[src/rtl/pdb_pkg.sv]
// Shared types and constants of the two-axis PD balance controller.
// Used by pdb_mul, pdb_div and two_axis_pd_balance_with_estop; no dependencies.
package pdb_pkg;

    // Controller constants
    localparam int RATE_REF_DEGS     = 180;
    localparam int LEAN_DEG_PER_UNIT = 0;
    localparam int RAD2DEG_Q16       = 3754936;   // 180/pi in Q16
    localparam int RATE_SHIFT        = 20;        // Q4.12 * Q16 -> Q12.8
    localparam int CMAX_LIMIT        = 16384;

    // Field widths
    localparam int ANGLE_W = 17;
    localparam int RATE_W  = 16;
    localparam int VEL_W   = 16;
    localparam int GAIN_W  = 16;
    localparam int THR_W   = 16;
    localparam int DB_W    = 12;
    localparam int CMAX_W  = 15;
    localparam int CORR_W  = 16;
    localparam int DPS_W   = 20;                  // deg/s display, Q12.8

    // Shared multiplier
    localparam int MUL_A_W = 33;
    localparam int MUL_B_W = 24;
    localparam int MUL_P_W = MUL_A_W + MUL_B_W;

    // Datapath widths
    localparam int ERR_W = 24;                    // angle error, Q.14 degrees
    localparam int KPS_W = 29;                    // kp * 4 * RATE_REF
    localparam int KDT_W = 33;                    // kd * threshold
    localparam int NUM_W = 53;                    // PD numerator
    localparam int DEN_W = 33;                    // 64 * threshold * RATE_REF
    localparam int QUO_W = 16;                    // saturated quotient

    // Constant multiplier operands
    localparam logic signed [MUL_B_W-1:0] B_RAD2DEG   = MUL_B_W'(RAD2DEG_Q16);
    localparam logic signed [MUL_B_W-1:0] B_LEAN      = MUL_B_W'(LEAN_DEG_PER_UNIT);
    localparam logic signed [MUL_B_W-1:0] B_KP_SCALE  = MUL_B_W'(4 * RATE_REF_DEGS);
    localparam logic signed [MUL_B_W-1:0] B_DEN_SCALE = MUL_B_W'(64 * RATE_REF_DEGS);

    // Configuration register indexes
    localparam int CFG_IDX_W  = 3;
    localparam int CFG_DATA_W = 16;
    localparam logic [CFG_IDX_W-1:0] REG_BALANCE_ENABLE  = 3'd0;
    localparam logic [CFG_IDX_W-1:0] REG_ESTOP_THRESHOLD = 3'd1;
    localparam logic [CFG_IDX_W-1:0] REG_DEADBAND        = 3'd2;
    localparam logic [CFG_IDX_W-1:0] REG_CORRECTION_MAX  = 3'd3;
    localparam logic [CFG_IDX_W-1:0] REG_KP_PITCH        = 3'd4;
    localparam logic [CFG_IDX_W-1:0] REG_KD_PITCH        = 3'd5;
    localparam logic [CFG_IDX_W-1:0] REG_KP_ROLL         = 3'd6;
    localparam logic [CFG_IDX_W-1:0] REG_KD_ROLL         = 3'd7;

    // Sequencer states
    typedef enum logic [3:0] {
        ST_IDLE,
        ST_PR,
        ST_RR,
        ST_LEAN,
        ST_DEN,
        ST_DB,
        ST_AX_KP,
        ST_AX_KD,
        ST_AX_E,
        ST_AX_R,
        ST_AX_SUM,
        ST_AX_DIV,
        ST_AX_WAIT,
        ST_FINISH
    } state_t;

endpackage

[src/rtl/two_axis_pd_balance_with_estop.sv]
// Two-axis PD balance controller with latching tilt e-stop.
// Invalid items go straight to the output register; disabled or latched items
// stop after the display products; otherwise two 16-step divisions in pdb_div
// dominate the work, plus one pass per product through the shared pdb_mul. One item
// at a time: the next item is taken once the result has moved to the output register.
// Reset (aresetn low, synchronous): e-stop latch clear, configuration registers at defaults.
module two_axis_pd_balance_with_estop import pdb_pkg::*; (
    input  logic                  aclk,
    input  logic                  aresetn,
    // configuration write channel
    input  logic                  cfg_valid,
    output logic                  cfg_ready,
    input  logic [CFG_IDX_W-1:0]  cfg_index,
    input  logic [CFG_DATA_W-1:0] cfg_data,
    // input items
    input  logic                  s_axis_tvalid,
    output logic                  s_axis_tready,
    // pitch_angle, roll_angle, pitch_rate, roll_rate, forward_velocity, zero pad
    input  logic [87:0]           s_axis_tdata,
    // imu_valid
    input  logic [0:0]            s_axis_tuser,
    // result items
    output logic                  m_axis_tvalid,
    input  logic                  m_axis_tready,
    // pitch_display, pitch_rate_display, roll_display, correction_y,
    // correction_x, zero pad
    output logic [87:0]           m_axis_tdata,
    // result_valid, enabled_flag, estop_flag
    output logic [2:0]            m_axis_tuser
);

    // configuration registers
    logic                     balance_enable_reg;
    logic [THR_W-1:0]         estop_threshold_reg;
    logic [DB_W-1:0]          deadband_reg;
    logic [CMAX_W-1:0]        correction_max_reg;
    logic signed [GAIN_W-1:0] kp_pitch_reg;
    logic signed [GAIN_W-1:0] kd_pitch_reg;
    logic signed [GAIN_W-1:0] kp_roll_reg;
    logic signed [GAIN_W-1:0] kd_roll_reg;

    // control state
    state_t state_reg, state_next;
    logic   estop_latch_reg;
    logic   run_reg;
    logic   axis_reg;
    logic   m_valid_reg;

    // item and datapath registers
    logic                      imu_valid_reg;
    logic signed [ANGLE_W-1:0] pitch_reg;
    logic signed [ANGLE_W-1:0] roll_reg;
    logic signed [RATE_W-1:0]  prate_reg;
    logic signed [RATE_W-1:0]  rrate_reg;
    logic signed [VEL_W-1:0]   vel_reg;
    logic signed [DPS_W-1:0]   prd_reg;
    logic signed [DPS_W-1:0]   rrd_reg;
    logic signed [ERR_W-1:0]   perr_reg;
    logic signed [ERR_W-1:0]   rerr_reg;
    logic [DEN_W-1:0]          den_reg;
    logic signed [KPS_W-1:0]   t1_reg;
    logic signed [KDT_W-1:0]   t2_reg;
    logic signed [NUM_W-1:0]   acc_reg;
    logic signed [NUM_W-1:0]   num_reg;
    logic                      neg_reg;
    logic signed [CORR_W-1:0]  cy_reg;
    logic signed [CORR_W-1:0]  cx_reg;
    logic [87:0]               m_data_reg;
    logic [2:0]                m_user_reg;

    // shared units
    logic signed [MUL_A_W-1:0] mul_a;
    logic signed [MUL_B_W-1:0] mul_b;
    logic signed [MUL_P_W-1:0] prod;
    logic                      div_start;
    logic [NUM_W-1:0]          div_num;
    logic                      div_done;
    logic [QUO_W-1:0]          div_quo;

    // combinational helpers
    logic [THR_W-1:0]          thr_eff;
    logic [CMAX_W-1:0]         cmax_eff;
    logic [ANGLE_W-1:0]        ap;
    logic [ANGLE_W-1:0]        ar;
    logic [19:0]               five_ap;
    logic [19:0]               five_ar;
    logic [19:0]               four_thr;
    logic                      latch_set;
    logic                      latch_next;
    logic signed [GAIN_W-1:0]  kp_sel;
    logic signed [GAIN_W-1:0]  kd_sel;
    logic signed [ERR_W-1:0]   err_sel;
    logic signed [DPS_W-1:0]   rate_sel;
    logic [NUM_W-1:0]          num_mag;
    logic [CMAX_W-1:0]         q_clamped;
    logic signed [CORR_W-1:0]  corr;
    logic                      out_free;
    logic                      accept;

    localparam logic [MUL_P_W-1:0] ROUND_HALF = MUL_P_W'(1) << (RATE_SHIFT - 1);

    // Q4.12 rad/s times 180/pi in Q16, rounded half away from zero to Q12.8
    function automatic logic [DPS_W-1:0] rate_round(input logic signed [MUL_P_W-1:0] p);
        logic [MUL_P_W-1:0] mag;
        logic [MUL_P_W-1:0] q;
        logic [DPS_W-1:0]   qs;
        mag = p[MUL_P_W-1] ? MUL_P_W'(-p) : MUL_P_W'(p);
        q   = (mag + ROUND_HALF) >> RATE_SHIFT;
        qs  = q[DPS_W-1:0];
        return p[MUL_P_W-1] ? (~qs + 1'b1) : qs;
    endfunction

    // zero the error inside the deadband
    function automatic logic [ERR_W-1:0] apply_db(input logic signed [ERR_W-1:0] e,
                                                  input logic [DB_W-1:0] db);
        logic [ERR_W-1:0] mag;
        mag = e[ERR_W-1] ? ERR_W'(-e) : ERR_W'(e);
        return (mag < ERR_W'({db, 6'b0})) ? '0 : e;
    endfunction

    pdb_mul u_mul (
        .aclk (aclk),
        .a    (mul_a),
        .b    (mul_b),
        .p    (prod)
    );

    pdb_div u_div (
        .aclk    (aclk),
        .aresetn (aresetn),
        .start   (div_start),
        .num     (div_num),
        .den     (den_reg),
        .done    (div_done),
        .quo     (div_quo)
    );

    // configuration
    assign cfg_ready = 1'b1;

    always_ff @(posedge aclk) begin
        if (!aresetn) begin
            balance_enable_reg  <= 1'b0;
            estop_threshold_reg <= 16'd7680;
            deadband_reg        <= 12'd256;
            correction_max_reg  <= 15'd11469;
            kp_pitch_reg        <= '0;
            kd_pitch_reg        <= '0;
            kp_roll_reg         <= '0;
            kd_roll_reg         <= '0;
        end else if (cfg_valid && cfg_ready) begin
            unique case (cfg_index)
                REG_BALANCE_ENABLE:  balance_enable_reg  <= cfg_data[0];
                REG_ESTOP_THRESHOLD: estop_threshold_reg <= cfg_data[THR_W-1:0];
                REG_DEADBAND:        deadband_reg        <= cfg_data[DB_W-1:0];
                REG_CORRECTION_MAX:  correction_max_reg  <= cfg_data[CMAX_W-1:0];
                REG_KP_PITCH:        kp_pitch_reg        <= cfg_data[GAIN_W-1:0];
                REG_KD_PITCH:        kd_pitch_reg        <= cfg_data[GAIN_W-1:0];
                REG_KP_ROLL:         kp_roll_reg         <= cfg_data[GAIN_W-1:0];
                REG_KD_ROLL:         kd_roll_reg         <= cfg_data[GAIN_W-1:0];
                default:             ;
            endcase
        end
    end

    // helpers
    assign thr_eff  = (estop_threshold_reg == '0) ? THR_W'(1) : estop_threshold_reg;
    assign cmax_eff = (correction_max_reg > CMAX_W'(CMAX_LIMIT)) ? CMAX_W'(CMAX_LIMIT)
                                                                 : correction_max_reg;

    assign ap       = pitch_reg[ANGLE_W-1] ? ANGLE_W'(-pitch_reg) : ANGLE_W'(pitch_reg);
    assign ar       = roll_reg[ANGLE_W-1]  ? ANGLE_W'(-roll_reg)  : ANGLE_W'(roll_reg);
    assign five_ap  = ({3'b0, ap} << 2) + {3'b0, ap};
    assign five_ar  = ({3'b0, ar} << 2) + {3'b0, ar};
    assign four_thr = {2'b0, thr_eff, 2'b0};

    // set on either axis over the limit, clear once both are under 80%
    assign latch_set  = (ap > ANGLE_W'(thr_eff)) || (ar > ANGLE_W'(thr_eff));
    assign latch_next = (estop_latch_reg || latch_set)
                        && !((five_ap < four_thr) && (five_ar < four_thr));

    assign kp_sel   = axis_reg ? kp_roll_reg : kp_pitch_reg;
    assign kd_sel   = axis_reg ? kd_roll_reg : kd_pitch_reg;
    assign err_sel  = axis_reg ? rerr_reg : perr_reg;
    assign rate_sel = axis_reg ? rrd_reg : prd_reg;

    assign num_mag  = num_reg[NUM_W-1] ? NUM_W'(-num_reg) : NUM_W'(num_reg);
    assign div_num  = num_mag + NUM_W'(den_reg >> 1);

    assign q_clamped = (div_quo > QUO_W'(cmax_eff)) ? cmax_eff : div_quo[CMAX_W-1:0];
    // correction is the negated rounded quotient
    assign corr      = neg_reg ? CORR_W'({1'b0, q_clamped}) : -CORR_W'({1'b0, q_clamped});

    assign out_free = !m_valid_reg || m_axis_tready;
    assign accept   = s_axis_tvalid && s_axis_tready;

    // sequencer
    always_ff @(posedge aclk) begin
        if (!aresetn) begin
            state_reg <= ST_IDLE;
        end else begin
            state_reg <= state_next;
        end
    end

    always_comb begin
        state_next    = state_reg;
        s_axis_tready = 1'b0;
        div_start     = 1'b0;
        mul_a         = '0;
        mul_b         = '0;
        unique case (state_reg)
            ST_IDLE: begin
                s_axis_tready = 1'b1;
                if (s_axis_tvalid) begin
                    state_next = s_axis_tuser[0] ? ST_PR : ST_FINISH;
                end
            end
            ST_PR: begin
                mul_a      = MUL_A_W'(prate_reg);
                mul_b      = B_RAD2DEG;
                state_next = ST_RR;
            end
            ST_RR: begin
                mul_a      = MUL_A_W'(rrate_reg);
                mul_b      = B_RAD2DEG;
                state_next = ST_LEAN;
            end
            ST_LEAN: begin
                mul_a      = MUL_A_W'(vel_reg);
                mul_b      = B_LEAN;
                state_next = run_reg ? ST_DEN : ST_FINISH;
            end
            ST_DEN: begin
                mul_a      = $signed({{(MUL_A_W-THR_W){1'b0}}, thr_eff});
                mul_b      = B_DEN_SCALE;
                state_next = ST_DB;
            end
            ST_DB: begin
                state_next = ST_AX_KP;
            end
            ST_AX_KP: begin
                mul_a      = MUL_A_W'(kp_sel);
                mul_b      = B_KP_SCALE;
                state_next = ST_AX_KD;
            end
            ST_AX_KD: begin
                mul_a      = MUL_A_W'(kd_sel);
                mul_b      = $signed({{(MUL_B_W-THR_W){1'b0}}, thr_eff});
                state_next = ST_AX_E;
            end
            ST_AX_E: begin
                mul_a      = MUL_A_W'(t1_reg);
                mul_b      = MUL_B_W'(err_sel);
                state_next = ST_AX_R;
            end
            ST_AX_R: begin
                mul_a      = MUL_A_W'(t2_reg);
                mul_b      = MUL_B_W'(rate_sel);
                state_next = ST_AX_SUM;
            end
            ST_AX_SUM: begin
                state_next = ST_AX_DIV;
            end
            ST_AX_DIV: begin
                div_start  = 1'b1;
                state_next = ST_AX_WAIT;
            end
            ST_AX_WAIT: begin
                if (div_done) begin
                    state_next = axis_reg ? ST_FINISH : ST_AX_KP;
                end
            end
            ST_FINISH: begin
                if (out_free) begin
                    state_next = ST_IDLE;
                end
            end
            default: state_next = ST_IDLE;
        endcase
    end

    // control registers
    always_ff @(posedge aclk) begin
        if (!aresetn) begin
            estop_latch_reg <= 1'b0;
            run_reg         <= 1'b0;
            axis_reg        <= 1'b0;
            m_valid_reg     <= 1'b0;
        end else begin
            if (state_reg == ST_PR) begin
                estop_latch_reg <= latch_next;
                run_reg         <= balance_enable_reg && !latch_next;
            end
            if (accept) begin
                axis_reg <= 1'b0;
            end else if (state_reg == ST_AX_WAIT && div_done) begin
                axis_reg <= 1'b1;
            end
            if (state_reg == ST_FINISH && out_free) begin
                m_valid_reg <= 1'b1;
            end else if (m_axis_tready) begin
                m_valid_reg <= 1'b0;
            end
        end
    end

    // datapath registers
    always_ff @(posedge aclk) begin
        if (accept) begin
            imu_valid_reg <= s_axis_tuser[0];
            pitch_reg     <= s_axis_tdata[16:0];
            roll_reg      <= s_axis_tdata[33:17];
            prate_reg     <= s_axis_tdata[49:34];
            rrate_reg     <= s_axis_tdata[65:50];
            vel_reg       <= s_axis_tdata[81:66];
            // hold zero corrections unless the PD path runs
            cy_reg        <= '0;
            cx_reg        <= '0;
        end
        unique case (state_reg)
            ST_RR:   prd_reg <= rate_round(prod);
            ST_LEAN: rrd_reg <= rate_round(prod);
            ST_DEN: begin
                perr_reg <= {pitch_reg[ANGLE_W-1], pitch_reg, 6'b0} - prod[ERR_W-1:0];
                rerr_reg <= {roll_reg[ANGLE_W-1], roll_reg, 6'b0};
            end
            ST_DB: begin
                den_reg  <= prod[DEN_W-1:0];
                perr_reg <= apply_db(perr_reg, deadband_reg);
                rerr_reg <= apply_db(rerr_reg, deadband_reg);
            end
            ST_AX_KD:  t1_reg  <= prod[KPS_W-1:0];
            ST_AX_E:   t2_reg  <= prod[KDT_W-1:0];
            ST_AX_R:   acc_reg <= prod[NUM_W-1:0];
            ST_AX_SUM: num_reg <= acc_reg + prod[NUM_W-1:0];
            ST_AX_DIV: neg_reg <= num_reg[NUM_W-1];
            ST_AX_WAIT: begin
                if (div_done) begin
                    if (axis_reg) begin
                        cx_reg <= corr;
                    end else begin
                        cy_reg <= corr;
                    end
                end
            end
            default: ;
        endcase
        if (state_reg == ST_FINISH && out_free) begin
            if (imu_valid_reg) begin
                m_data_reg <= {2'b0, cx_reg, cy_reg, roll_reg, prd_reg, pitch_reg};
            end else begin
                m_data_reg <= '0;
            end
            m_user_reg <= {estop_latch_reg, balance_enable_reg, imu_valid_reg};
        end
    end

    assign m_axis_tvalid = m_valid_reg;
    assign m_axis_tdata  = m_data_reg;
    assign m_axis_tuser  = m_user_reg;

endmodule

[src/rtl/pdb_mul.sv]
// Shared signed multiplier with a registered product.
// Depends on pdb_pkg for operand and product widths.
module pdb_mul import pdb_pkg::*; (
    input  logic                      aclk,
    input  logic signed [MUL_A_W-1:0] a,
    input  logic signed [MUL_B_W-1:0] b,
    output logic signed [MUL_P_W-1:0] p
);

    logic signed [MUL_P_W-1:0] p_reg;

    always_ff @(posedge aclk) begin
        p_reg <= MUL_P_W'(a) * MUL_P_W'(b);
    end

    assign p = p_reg;

endmodule

[src/rtl/pdb_div.sv]
// Restoring divider, one quotient bit per cycle, saturating past QUO_W bits.
// Depends on pdb_pkg for widths.
module pdb_div import pdb_pkg::*; (
    input  logic             aclk,
    input  logic             aresetn,
    input  logic             start,
    input  logic [NUM_W-1:0] num,
    input  logic [DEN_W-1:0] den,
    output logic             done,
    output logic [QUO_W-1:0] quo
);

    localparam int CNT_W = $clog2(QUO_W);

    logic [NUM_W-1:0] rem_reg;
    logic [NUM_W-1:0] dsh_reg;
    logic [QUO_W-1:0] q_reg;
    logic [CNT_W-1:0] cnt_reg;
    logic             busy_reg;
    logic             done_reg;
    logic             ovf_reg;
    logic             ge;

    assign ge = rem_reg >= dsh_reg;

    always_ff @(posedge aclk) begin
        if (!aresetn) begin
            busy_reg <= 1'b0;
            done_reg <= 1'b0;
            cnt_reg  <= '0;
        end else begin
            done_reg <= 1'b0;
            if (start) begin
                busy_reg <= 1'b1;
                cnt_reg  <= CNT_W'(QUO_W - 1);
            end else if (busy_reg) begin
                cnt_reg <= cnt_reg - 1'b1;
                if (cnt_reg == '0) begin
                    busy_reg <= 1'b0;
                    done_reg <= 1'b1;
                end
            end
        end
    end

    always_ff @(posedge aclk) begin
        if (start) begin
            rem_reg <= num;
            dsh_reg <= NUM_W'(den) << (QUO_W - 1);
            // quotient too large for QUO_W bits: saturate
            ovf_reg <= num >= (NUM_W'(den) << QUO_W);
            q_reg   <= '0;
        end else if (busy_reg) begin
            if (ge) begin
                rem_reg <= rem_reg - dsh_reg;
            end
            q_reg   <= {q_reg[QUO_W-2:0], ge};
            dsh_reg <= dsh_reg >> 1;
        end
    end

    assign done = done_reg;
    assign quo  = ovf_reg ? {QUO_W{1'b1}} : q_reg;

endmodule

[config.mk]
export PLATFORM = sky130hd
export DESIGN_NAME = two_axis_pd_balance_with_estop
export DESIGN_NICKNAME = d
export VERILOG_FILES = /design/src/rtl/pdb_pkg.sv /design/src/rtl/two_axis_pd_balance_with_estop.sv /design/src/rtl/pdb_mul.sv /design/src/rtl/pdb_div.sv
export SDC_FILE = /design/constraint.sdc
export NUM_CORES = 2
export LEC_CHECK = 0
export ABC_AREA = 0
export BUFFER_PORTS_ARGS = -buffer_cell sky130_fd_sc_hd__buf_2
export CAP_MARGIN = 15
export CORE_MARGIN = 2
export CORE_UTILIZATION = 57
export DETAILED_ROUTE_END_ITERATION = 10
export MAX_ROUTING_LAYER = met4
export PLACE_DENSITY = 0.84
export SETUP_SLACK_MARGIN = 0.5
export SYNTH_ARGS = -nofsm -noshare
export SYNTH_HDL_FRONTEND = slang
export SYNTH_SLANG_ARGS = --single-unit
[constraint.sdc]
create_clock -name aclk -period 14.9 [get_ports aclk]
set_input_delay 2.98 -clock aclk [delete_from_list [all_inputs] [get_ports aclk]]
set_output_delay 2.98 -clock aclk [all_outputs]
set_load 0.02 [all_outputs]
# Word level (Yosys, flattened, before mapping)

Index checks and enable logic that the tools add are counted.

Bits in latches: 0
Memory bits (writable): 0
Output and inout bits: 94
Logic and storage cells: 185
Bits in registers: 793
Input port bits: 113
ROM bits: 0
Memories kept: 0

Reductions and logical operators: 35
Divide/modulo/power cells: 0
Shifts and indexed selects: 0
Multiplexer cells: 52
$lt $le $gt $ge: 10
Bitwise operators: 3
$add $sub $neg: 16
Equal/unequal tests: 25
Multipliers: 1

Operator list:

| kind                                            | count |
|---|---|
| one-hot mux 33 bit (8 select lines)             | 1 |
| two-way mux 53 bit                              | 4 |
| two-way mux 16 bit                              | 13 |
| one-hot mux 24 bit (6 select lines)             | 1 |
| two-way mux 24 bit                              | 5 |
| two-way mux 48 bit                              | 2 |
| one-hot mux 24 bit (2 select lines)             | 2 |
| multiplier 33 x 24 -> 57 bit                    | 1 |
| one-hot mux 4 bit (14 select lines)             | 1 |
| adder 53 x 32 -> 53 bit                         | 1 |
| adder 53 bit                                    | 1 |
| greater-or-equal comparator 53 x 48 -> 1 bit    | 1 |
| greater-or-equal comparator 53 x 49 -> 1 bit    | 1 |
| negation 53 bit                                 | 1 |
| subtractor 53 x 48 -> 53 bit                    | 1 |
| less-than comparator 24 x 18 -> 1 bit           | 2 |
| negation 24 bit                                 | 2 |
| adder 19 x 17 -> 20 bit                         | 2 |
| adder 40 x 20 -> 40 bit (second input constant) | 1 |
| less-than comparator 20 x 18 -> 1 bit           | 2 |
| two-way mux 20 bit                              | 2 |
| two-way mux 40 bit                              | 1 |
| negation 40 bit                                 | 1 |
| greater-than comparator 17 x 16 -> 1 bit        | 2 |
| 33 further kinds                                | 91 |

# Logic depth before layout (Yosys ltp)

Depth after elaboration: 9
Depth in mapped cells: 37
Depth with buffers taken out: 34

# By module

A second synthesis with hierarchy kept.

Cells, all modules: 7758
Area, all modules: 74465.2 um2

Modules (own cells, without submodules):

| module                         | seq. area each (um2) | instances | cells an instance | area each (um2) |
|---|---|---|---|---|
| two_axis_pd_balance_with_estop | 16625.9              | 1         | 3569              | 36199.7 |
| pdb_mul                        | 1141.1               | 1         | 3155              | 29105.4 |
| pdb_div                        | 3353.2               | 1         | 1034              | 9160.0 |

# Least setup slack after synthesis

OpenSTA, ideal clock, no wires.

Path kind: register to register
From: reg state_reg[3]
To: reg u_mul.p_reg[56], in the netlist u_mul.p[56]
Period minus slack after synthesis: 10.167 ns
Data required time: 14.778 ns
Cell stages (with the launch flop): 32
Setup time: 0.122 ns
Data arrival time: 10.045 ns
Buffers on the path: 3
Path slack: 4.733 ns
Path through: dfxtp_1 > clkbuf_1 > nor2b_1 > nand2_1 > inv_1 > clkbuf_1 > buf_1 > a221oi_1 > nor2_1 > fa_1 > fa_1 > inv_1 > fa_1 > fa_1 > inv_1 > fa_1 > fa_1 > inv_1 > fa_1 > inv_1 > ha_1 > a21oi_1 > o21ai_0 > o21a_1 > a2111oi_0 > a211oi_1 > o41ai_1 > o21ai_0 > a311o_1 > a21oi_1 > o21ai_0 > xnor2_1

Word-level cells in the longest chain between the ends: 4
Elaborated cells between the ends (all ways): 12
Those cells by class: 1 x mul; 8 x eq/ne; 2 x mux; 1 x reduce/logical

RTL lines:

| element                                                                      | RTL line                              | RTL |
|---|---|---|
| from (decl)                                                                  | two_axis_pd_balance_with_estop.sv:43  | `state_t state_reg, state_next;` |
| from (signal assigned)                                                       | two_axis_pd_balance_with_estop.sv:202 | `state_reg <= state_next;` |
| equality test 4 x 1 -> 1 bit or equality test 4 x 2 -> 1 bit (tied branches) | two_axis_pd_balance_with_estop.sv:212 | `unique case (state_reg)` |
| OR reduction 2 bit (no source line)                                          | --                                    |  |
| one-hot mux 24 bit (6 select lines)                                          | two_axis_pd_balance_with_estop.sv:212 |  |
| multiplier 33 x 24 -> 57 bit (*)                                             | pdb_mul.sv:13                         | `p_reg <= MUL_P_W'(a) * MUL_P_W'(b);` |
| to (signal assigned)                                                         | pdb_mul.sv:13                         |  |
| to (decl)                                                                    | pdb_mul.sv:10                         | `logic signed [MUL_P_W-1:0] p_reg;` |

Mark *: on every way between the ends. The rest lies on a longest branch, timed or not.
A chain may end at the register's enable or synchronous reset.

# Worst setup path in the final report

From: reg state_reg[2]
To: reg u_mul.p_reg[56], in the netlist u_mul.p[56]

Same word-level chain as after synthesis.

==> metrics <==
Final Hold Vio Count=0; register area share after synthesis=between 20% and 30%; Final setup viols=0; core area=127,200 µm²; Worst Hold Launch=u_mul.p[48]; DRC marker count from the first detailed-route iteration=just over 7,000; area grow syn2layout=8.007%; RR Startpoint=state_reg[2]; Sink Count=781; NumNets Final=between 9,000 and 10,000; CP Launch Type=flip-flop; CP max stage cell=o311ai_0; Skew-Pair Late Insertion Delay=a little over 0.7 ns; placed cells=a little over 9,000; share of cells above drive strength 1=~7.2%; crit path DAT=between 10 and 15 ns; crit path max fanout=37; Clock transition at path regs=roughly 0.070 ns; Final ANT Viol Nets=0; path type of the worst min-delay path=reg2reg; Initial Utilization=a little under three fifths; io pins=slightly above 200; cells on worst reg2reg path=33; Via density=6.101; Most used DFF post-synth=edfxtp_1; CP max stage delay=0.90 ns; routed via count=between 50,000 and 60,000; Unique masters post-synth=about 110; HPWL after detailed placement=approximately 160,000 µm; Fin Setup TNS=0 ns; slew of the pin with the lowest slew margin=between 1 and 1.5 ns; WHS Endpoint=acc_reg[48]; MaxCap Viol Count=0; CTS H-Tree Depth=3; final worst path period need=roughly 12 ns; R2R Setup Slk=between 2 and 3 ns; Max Clock Skew=about 0.06 ns; status=finished, final reports clean; num rows=~130; hold-fix buffers at CTS=0; pre-CTS setup slack=around 3 ns; hold path cells=0; Synth Register Bits=around 800; Synth Cell Area=between 70,000 and 80,000 µm²; Pre-antenna DRT Iters=8; DIE WIDTH=361.6 µm; Post-Layout Cell Count=roughly 9,500; IO Port Bufs=~200; antenna violations before repair=8; Syn Area/Cell=between 9 and 10 µm²; CP dominant cell by count=fa_1; synthesized instance count=about 7,700; fillcell total=~10,000; first-pass GRT wire length=between 300,000 and 400,000 µm; Post-synth EDFFs=~540; Finished Cell Area=78,720 µm²; GP Congestion=1.016; Die H=about 360 µm; commonest non-fill, non-tap cells in the layout=inv_1, nand2_1, fa_1, nor2_1, edfxtp_1; setup bufs post-CTS=0; most common cell after layout, fill and taps aside=inv_1; maximum root-to-sink buffer count=3; grt ovf=0; CTS buffer count=a little over 80; Slew Limit Headroom=between 9 and 10%; Largest register FFs=86; max-slew violations=0; reg2reg end=u_mul.p[56]; final cycle utilization of the critical path=between 80% and 90%; CTS root buf=clkbuf_16; drc violations=0; largest net degree at the start of global routing=123; maximum clock rate=82.29 MHz; Die ar.=around 130,000 µm²; final worst slack=between 2 and 3 ns; All-Layer GR Usage=between 30% and 40%; RSZ-0062 raised after global routing=no; Async S/R FF share, synth=0%; total wire length=about 210,000 µm; DR WL/cell=between 20 and 25 µm; critical path endpoint category=flip-flop; Worst EP required=approximately 15 ns; Yosys warning count=0; vias in the first global route=around 60,000; Area after DPL=about 76,000 µm²; WS Path Type=reg2reg; post-CTS sizing=0; CTS tree=built
## worst max path at each step
| stage | start | endpoint | slack [ns] | cells after the start |
|---|---|---|---|---|
| floorplan | state_reg[3] | u_mul.p[56] | 4.73 | 31 |
| global placement | state_reg[2] | u_mul.p[56] | 3.28 | 33 |
| detailed placement | state_reg[2] | u_mul.p[56] | 3.06 | 33 |
| CTS | state_reg[2] | u_mul.p[56] | 3.01 | 33 |
| global route | state_reg[2] | u_mul.p[56] | 2.39 | 33 |
| finish | state_reg[2] | u_mul.p[56] | 2.75 | 33 |
## critical path, delay by kind of cell (launching register included)
family                   cells  cell delay, ns
adder cells (fa/ha/maj)      8            3.95
AO/OA/AOI/OAI                8            3.42
buffers and inverters        9            1.92
XOR/XNOR                     1            0.10
flip-flops                   1            0.70
AND/OR/NAND/NOR              7            1.89
## cell families after synthesis
kind of cell	share of synthesized area, %
mux	1.526
fa+ha+maj	30.37
compound gates	12.04
simple gates	14.97
xor+xnor	4.970
buf+inv	7.221
other cells	0.01030
flops	28.90
## per-stage QoR
step,utilization (%),hold WS (ns)
detailed placement,59.64,0.4333
finish,61.89,0.4379
floorplan,-,0.4123
global route,61.89,0.4598
global placement,59.64,0.4262
CTS,61.87,0.4438
## cells in the mapped netlist (all sizes together) (113+ instances only)
cell type	count	share of area (%)
xnor2	279	3.4
clkbuf	254	1.3
nand2	980	5.0
a21o	158	1.6
and2	162	1.4
xor2	132	1.6
inv	1091	5.6
nand3	160	1.1
dfxtp	239	6.6
fa	810	22
ha	472	8.1
a21boi	113	1.2
a21oi	316	2.2
edfxtp	542	22
nor2	545	2.8
o21ai	278	1.9
## area by class of cell
cell class                      instances  area [µm²]  share of cell area, %
Antenna cell                            4       10.01                0.01272
Clock buffer                           99        2190                  2.782
Clock inverter                         55       644.4                 0.8186
Inverter                             1094        4111                  5.223
Multi-Input combinational cell       5486       46740                  59.38
Sequential cell                       781       21070                  26.76
Tap cell                             1662        2079                  2.642
Timing Repair Buffer                  314        1874                  2.381
## layer usage
| metal | track usage [%] | wire length, µm | up-vias |
|---|---|---|---|
| li1 | - | - | 25650 |
| met1 | 42.66 | 80720 | 28120 |
| met2 | 50.32 | 93600 | 3410 |
| met3 | 9.589 | 27700 | 759 |
| met4 | 16.82 | 12920 | 0 |
| met5 | - | 0 | - |
Power is left out: the tool's default activity adds up to more than one toggle a clock period on the data nets, which glitch-free logic cannot reach.
